<file path="src/rtl/running_energy_histogram_noise_gate_top_assert.svh">
// assertion macros for the noise gate top level
`ifndef RUNNING_ENERGY_HISTOGRAM_NOISE_GATE_TOP_ASSERT_SVH
`define RUNNING_ENERGY_HISTOGRAM_NOISE_GATE_TOP_ASSERT_SVH
`ifndef ASSERT_OFF
`define REH_ASSERT_IMP(label, clk, rst, ante, cons) \
   label: assert property (@(posedge clk) disable iff (rst) (ante) |-> (cons)) \
      else $error("assertion failed");
`define REH_ASSERT_NEXT(label, clk, rst, ante, cons) \
   label: assert property (@(posedge clk) disable iff (rst) (ante) |=> (cons)) \
      else $error("assertion failed");
`else
`define REH_ASSERT_IMP(label, clk, rst, ante, cons)
`define REH_ASSERT_NEXT(label, clk, rst, ante, cons)
`endif
`endif

</file>
<file path="src/rtl/rehng_pkg.sv">
// types and constants shared by the noise gate modules
package rehng_pkg;
   typedef struct packed {
      logic        command;
      logic signed [15:0] energy_sample;
   } req_payload_type;

   typedef struct packed {
      logic        keep_frame;
      logic signed [15:0] noise_estimate;
      logic [9:0]  peak_bin;
      logic [15:0] discarded_total;
   } rsp_payload_type;

   localparam logic CMD_ADD     = 1'b0;
   localparam logic CMD_COMPUTE = 1'b1;

   localparam logic [1:0] REG_ENERGY_MIN   = 2'd0;
   localparam logic [1:0] REG_ENERGY_RANGE = 2'd1;
   localparam logic [1:0] REG_QUIET_LIMIT  = 2'd2;

   localparam logic signed [15:0] NOISE_RESET    = -16'sd25600;
   localparam logic signed [15:0] SEEN_MIN_RESET = 16'sd25600;
   localparam logic signed [15:0] SEEN_MAX_RESET = -16'sd25600;
   localparam logic signed [15:0] EMIN_RESET     = -16'sd5120;
   localparam logic [14:0]        ERANGE_RESET   = 15'd10240;
   localparam logic [7:0]         QLIMIT_RESET   = 8'd5;

   typedef enum logic [3:0] {
      ST_CLEAR,
      ST_IDLE,
      ST_ADD_DIV,
      ST_ADD_READ,
      ST_ADD_WRITE,
      ST_MAX_SCAN,
      ST_HYST,
      ST_PEAK_SCAN,
      ST_HALVE,
      ST_LEVEL_DIV,
      ST_LEVEL,
      ST_RESPOND
   } state_type;

   typedef struct packed {
      logic clear_step;
      logic add_start;
      logic add_read;
      logic add_write;
      logic max_start;
      logic max_step;
      logic hyst_start;
      logic peak_step;
      logic halve_step;
      logic level_start;
      logic level_finish;
      logic rsp_load;
   } cmd_type;

   typedef struct packed {
      logic clear_done;
      logic div_done;
      logic scan_done;
      logic peak_stop;
   } status_type;
endpackage

</file>
<file path="src/rtl/rehng_control.sv">
// sequencer for the noise gate
module rehng_control import rehng_pkg::*; (
   input  logic       clock,
   input  logic       reset,
   input  logic       req_valid,
   output logic       req_ready,
   input  logic       command,
   output logic       rsp_valid,
   input  logic       rsp_ready,
   input  status_type status,
   output cmd_type    cmd
);
   state_type state_ff, state_in;
   logic      rsp_valid_ff, rsp_valid_in;
   logic      accept;

   assign accept = req_valid && req_ready;
   assign req_ready = (state_ff == ST_IDLE) && !rsp_valid_ff;
   assign rsp_valid = rsp_valid_ff;

   always_comb begin
      state_in = state_ff;
      unique case (state_ff)
         ST_CLEAR:     if (status.clear_done) state_in = ST_IDLE;
         ST_IDLE: if (accept) begin
            state_in = (command == CMD_ADD) ? ST_ADD_DIV : ST_MAX_SCAN;
         end
         ST_ADD_DIV:   if (status.div_done) state_in = ST_ADD_READ;
         ST_ADD_READ:  state_in = ST_ADD_WRITE;
         ST_ADD_WRITE: state_in = ST_RESPOND;
         ST_MAX_SCAN:  if (status.scan_done) state_in = ST_HYST;
         ST_HYST:      state_in = ST_PEAK_SCAN;
         ST_PEAK_SCAN: if (status.peak_stop || status.scan_done) state_in = ST_LEVEL_DIV;
         ST_LEVEL_DIV: state_in = ST_HALVE;
         ST_HALVE:     if (status.scan_done) state_in = ST_LEVEL;
         ST_LEVEL:     state_in = ST_RESPOND;
         ST_RESPOND:   state_in = ST_IDLE;
         default:      state_in = ST_IDLE;
      endcase
   end

   always_comb begin
      cmd = '0;
      unique case (state_ff)
         ST_CLEAR:     cmd.clear_step = 1'b1;
         ST_IDLE: begin
            cmd.add_start = accept && (command == CMD_ADD);
            cmd.max_start = accept && (command == CMD_COMPUTE);
         end
         ST_ADD_DIV:   cmd.add_read = status.div_done;
         ST_ADD_READ:  cmd.add_write = 1'b1;
         ST_MAX_SCAN:  cmd.max_step = 1'b1;
         ST_HYST:      cmd.hyst_start = 1'b1;
         ST_PEAK_SCAN: cmd.peak_step = !status.peak_stop;
         ST_LEVEL_DIV: cmd.level_start = 1'b1;
         ST_HALVE:     cmd.halve_step = 1'b1;
         ST_LEVEL:     cmd.level_finish = 1'b1;
         ST_RESPOND:   cmd.rsp_load = 1'b1;
         default:      cmd = '0;
      endcase
   end

   always_comb begin
      rsp_valid_in = rsp_valid_ff;
      if (rsp_valid_ff && rsp_ready) rsp_valid_in = 1'b0;
      if (state_ff == ST_RESPOND) rsp_valid_in = 1'b1;
   end

   always_ff @(posedge clock) begin
      if (reset) begin
         state_ff <= ST_CLEAR;
         rsp_valid_ff <= 1'b0;
      end else begin
         state_ff <= state_in;
         rsp_valid_ff <= rsp_valid_in;
      end
   end
endmodule

</file>
<file path="config.mk">
export PLATFORM = sky130hd
export DESIGN_NAME = rehng_control
export DESIGN_NICKNAME = d
export VERILOG_FILES = /design/src/rtl/running_energy_histogram_noise_gate_top_assert.svh /design/src/rtl/rehng_pkg.sv /design/src/rtl/rehng_control.sv
export SDC_FILE = /design/constraint.sdc
export NUM_CORES = 1
export LEC_CHECK = 0
export ABC_AREA = 1
export BUFFER_PORTS_ARGS = -buffer_cell sky130_fd_sc_hd__buf_4
export CAP_MARGIN = 30
export CORE_AREA = 4 4 41 43
export DETAILED_ROUTE_END_ITERATION = 6
export DIE_AREA = 0 0 45 47
export PLACE_DENSITY = 0.67
export SYNTH_ARGS = -nofsm -noshare
export SYNTH_HDL_FRONTEND = slang
export SYNTH_SLANG_ARGS = --single-unit
</file>
<file path="constraint.sdc">
create_clock -name clock -period 1.33 [get_ports clock]
set_input_delay 0.0665 -clock clock [delete_from_list [all_inputs] [get_ports clock]]
set_output_delay 0.0665 -clock clock [all_outputs]
set_load 0.1 [all_outputs]
</file>
==> flow_summary.rst <==
.. list-table::
   :header-rows: 1

   * - Metric
     - Value
   * - Status
     - complete, but fails checks
   * - Failing checks
     - setup timing
   * - Die Area
     - 2120 um^2
   * - Via count of the first global-routing pass
     - 598
   * - Vias per cell
     - 4.60
   * - Estimated wirelength of the detail-placed design
     - 1140 um
   * - Clock tree buffer depth
     - 2
   * - Clock Skew
     - 0.000544 ns
   * - Area share of the largest cell type after synthesis
     - 19.8%
   * - Fraction of final layout cells sized beyond drive strength 1
     - 57.9%
   * - CTS tree
     - yes
   * - Number of detailed-route iterations in the first pass
     - 4
   * - Most area-hungry cell type in the Yosys netlist
     - sky130_fd_sc_hd__dfxtp_1
   * - Number of warning messages in the yosys log
     - 0
   * - Logic gate share of total power
     - 79.9%
   * - Tmin final
     - 1.42 ns
   * - Maximum level of the CTS H-tree
     - 1
   * - Overall Global Routing Usage
     - 14.7%
   * - Initial antenna violation count
     - 0
   * - Post-Route Utilization
     - 80.4%
   * - Core ar.
     - 1300 um^2
   * - Clock power share
     - 7.2%
   * - Largest driver fanout on the critical path
     - 4
   * - Net switching power
     - 1.32 mW
   * - Placement row count
     - 13
   * - Headroom to the max-slew limit
     - 81.6%
   * - Total CTS buffers
     - 3
   * - Slowest stage cell, crit path
     - sky130_fd_sc_hd__dfxtp_2
   * - Arr. time, crit path
     - 1.35 ns
   * - Cell seen most often among critical-path stages
     - sky130_fd_sc_hd__nor2_4
   * - DRC violations left
     - 0
   * - Worst-case vdd ir drop
     - 1240 uV
   * - Effective utilization at floorplan
     - 38.9%
   * - Buf/Inv on CP
     - 2
   * - Ant. Diodes
     - 0
   * - Crit-path leading delay family
     - simple AND/OR/NAND/NOR gates
   * - Proportion of total power due to net switching
     - 56.9%
   * - Internal power summed over all cells
     - 0.998 mW
   * - Total wire length after detailed routing
     - 1560 um
   * - Clock transition at the registers of the reported paths
     - 0.04 ns
   * - Register share of total power
     - 12.9%
   * - Final worst setup slack
     - -0.0897 ns
   * - Final weighted congestion in routability-driven placement
     - 0.826
   * - Area contributors post-synth
     - sky130_fd_sc_hd__dfxtp_1, sky130_fd_sc_hd__nand2_1, sky130_fd_sc_hd__nor2_1
   * - Die height
     - 47 um
   * - R2R cell count
     - 10
   * - Path length in cells of the critical path
     - 7
   * - Transition time at the pin with the least slew margin
     - 0.278 ns
   * - Instance count of the mapped netlist
     - 91
   * - Number of nets produced by synthesis
     - 100
   * - Number of maximum-capacitance violations
     - 0
   * - Violation count after the first detailed-routing iteration
     - 15
   * - Clk root buf
     - sky130_fd_sc_hd__clkbuf_4
   * - Type of element capturing the critical path
     - output port
   * - Count of filler cells inserted in the layout
     - 89
   * - Horizontal extent of the die
     - 45 um
   * - Insertion delay of the later-clocked pin in the worst-skew pair
     - 0.23 ns
   * - Setup violations, final
     - 11
   * - Count of input and output buffers
     - 22
   * - Distinct cell type count of the synthesized netlist
     - 17
   * - Number of nets in the layout
     - 136
   * - Sort of element at the start of the critical path
     - flip-flop
   * - Count of cells along the worst hold path
     - 4
   * - Worst Setup Path Type
     - flip-flop to output port
   * - Avg Cell Area, Syn
     - 5.57 um^2
   * - Sequential-to-total area share from yosys stat
     - 19.8%
   * - Leftover overflow at the end of global routing
     - 0
   * - Average wire per cell in the routed design
     - 11.1 um
   * - RSZ-0062 raised after global routing
     - yes
   * - First-pass GRT wire length
     - 2280 um
   * - Number of routed nets with antenna violations
     - 0
   * - Data required time at the worst endpoint
     - 1.26 ns
   * - Final Cycle Share
     - 107%
   * - Slew Viols, Final
     - 0
   * - Highest achievable clock rate
     - 0.704 GHz
   * - Number of vias after detailed routing
     - 648
   * - Area Overhead vs Synth
     - 106%
   * - Delay of the slowest cell on the worst path
     - 0.38 ns
   * - Hold Worst Slack
     - 0.114 ns
   * - Register bit total from synthesis
     - 5
   * - Leakage power figure
     - 0.531 nW
   * - Count of final hold-check violations
     - 0
   * - Worst min-delay path class
     - input pin to flip-flop
   * - PD cells
     - 2210 nW/um^2
   * - Total number of clock tree sinks
     - 5
   * - Boundary Pins
     - 23
   * - Cell area after technology mapping
     - 507 um^2
   * - Pin count of the biggest net entering global routing
     - 7
   * - Ordered list of cells on the worst path
     - inv_2 > nor2_4 > nand2_4 > nor2_4 > nand2_4 > nor2_4 > buf_12
[through the flow]
| step | TNS [ns] | cell area, um^2 | power [mW] | std cells | setup WS [ns] |
|---|---|---|---|---|---|
| final | -0.404 | 1050 | 2.32 | 141 | -0.0897 |
| after global routing | -1.50 | 1050 | 2.46 | 141 | -0.180 |
| after CTS | -0.196 | 956 | 2.12 | 138 | -0.0638 |
| after detailed placement | 0 | 772 | 1.71 | 128 | 0.0243 |
| after global placement | 0 | 772 | 1.72 | 128 | 0.0140 |
| after floorplan | -1.21 | 588 | 1.46 | 91 | -0.520 |
[power groups by stage]
stage / logic (mW) / clock network, mW / registers, mW
after floorplan: 1.17 / 0 / 0.285
after global placement: 1.43 / 0 / 0.289
after detailed placement: 1.42 / 0 / 0.291
after CTS: 1.65 / 0.173 / 0.295
after global routing: 1.96 / 0.196 / 0.307
final: 1.85 / 0.166 / 0.299
[final timing paths]
check,start,end,slack (ns)
max,state_ff[0],cmd[7],-0.09
min,rsp_ready,rsp_valid,0.11
max reg2reg,state_ff[0],state_ff[1],-0.03
min reg2reg,state_ff[1],state_ff[1],0.54
[final cells by class]
cell class,instances,area [um^2],area share [%]
inverter,21,95.1,9.09
clock buffer,4,26.3,2.51
sequential,5,116,11.1
tap,15,18.8,1.79
multi-input combinational,64,399,38.2
timing repair buffer,32,390,37.3
[cell families (layout without fill, tap and decap cells)]
kind of cell           Yosys count  in the layout  share of synthesized area (%)
AND/OR/NAND/NOR                 58             58                           55.1
buffers and inverters           22             57                           17.0
AO/OA/AOI/OAI                    6              6                           8.15
flip-flops                       5              5                           19.8
[cell usage in the layout (no fill, tap or decap), drive strengths merged]
cell / n
dfxtp: 5
dlygate4sd3: 1
buf: 31
inv: 18
nand2: 25
clkinvlp: 3
o21ai: 4
clkbuf: 4
nand3b: 2
nand3: 3
nand4: 2
a21oi: 2
nor2: 26
[Yosys cell counts, drive strengths merged]
cell type and count:
a21oi 2, buf 1, dfxtp 5, inv 21
nand2 25, nand3 3, nand3b 2, nand4 2
nor2 26, o21ai 4
[routing by layer]
| metal | vias up | GRT usage [%] | part of all wire (%) |
|---|---|---|---|
| met3 | 2 | 1.15 | 5.4 |
| met1 | 284 | 18.2 | 41 |
| li1 | 344 | - | - |
| met2 | 18 | 24.9 | 53 |
| met5 | - | 0 | 0 |
| met4 | 0 | 8.77 | 0.58 |
[state kept, by name, summed over array words and instances (netlist names)]
register and flops:
state_ff 4, rsp_valid 1
[repair_timing]
| item | CTS | global route |
|---|---|---|
| hold buffers | 1 | 0 |
| setup buffers | 5 | 3 |
| setup endpoints to repair | 12 | 17 |
| gates resized for setup | 29 | 18 |
| pin swaps | 7 | 3 |
| endpoints found under the hold margin | 1 | 0 |
[worst reg2reg max path: stages, from the launching register on]
cell                      delay (ns)
sky130_fd_sc_hd__dfxtp_2        0.38
sky130_fd_sc_hd__inv_2          0.07
sky130_fd_sc_hd__nor2_4         0.13
sky130_fd_sc_hd__nand2_4        0.07
sky130_fd_sc_hd__buf_4          0.14
sky130_fd_sc_hd__a21oi_4        0.13
sky130_fd_sc_hd__nor2_4         0.05
sky130_fd_sc_hd__nand2_4        0.08
sky130_fd_sc_hd__inv_2          0.05
sky130_fd_sc_hd__nor2_1         0.09
sky130_fd_sc_hd__nor2_1         0.05
No activity file was read; power rests on OpenSTA's default activity.
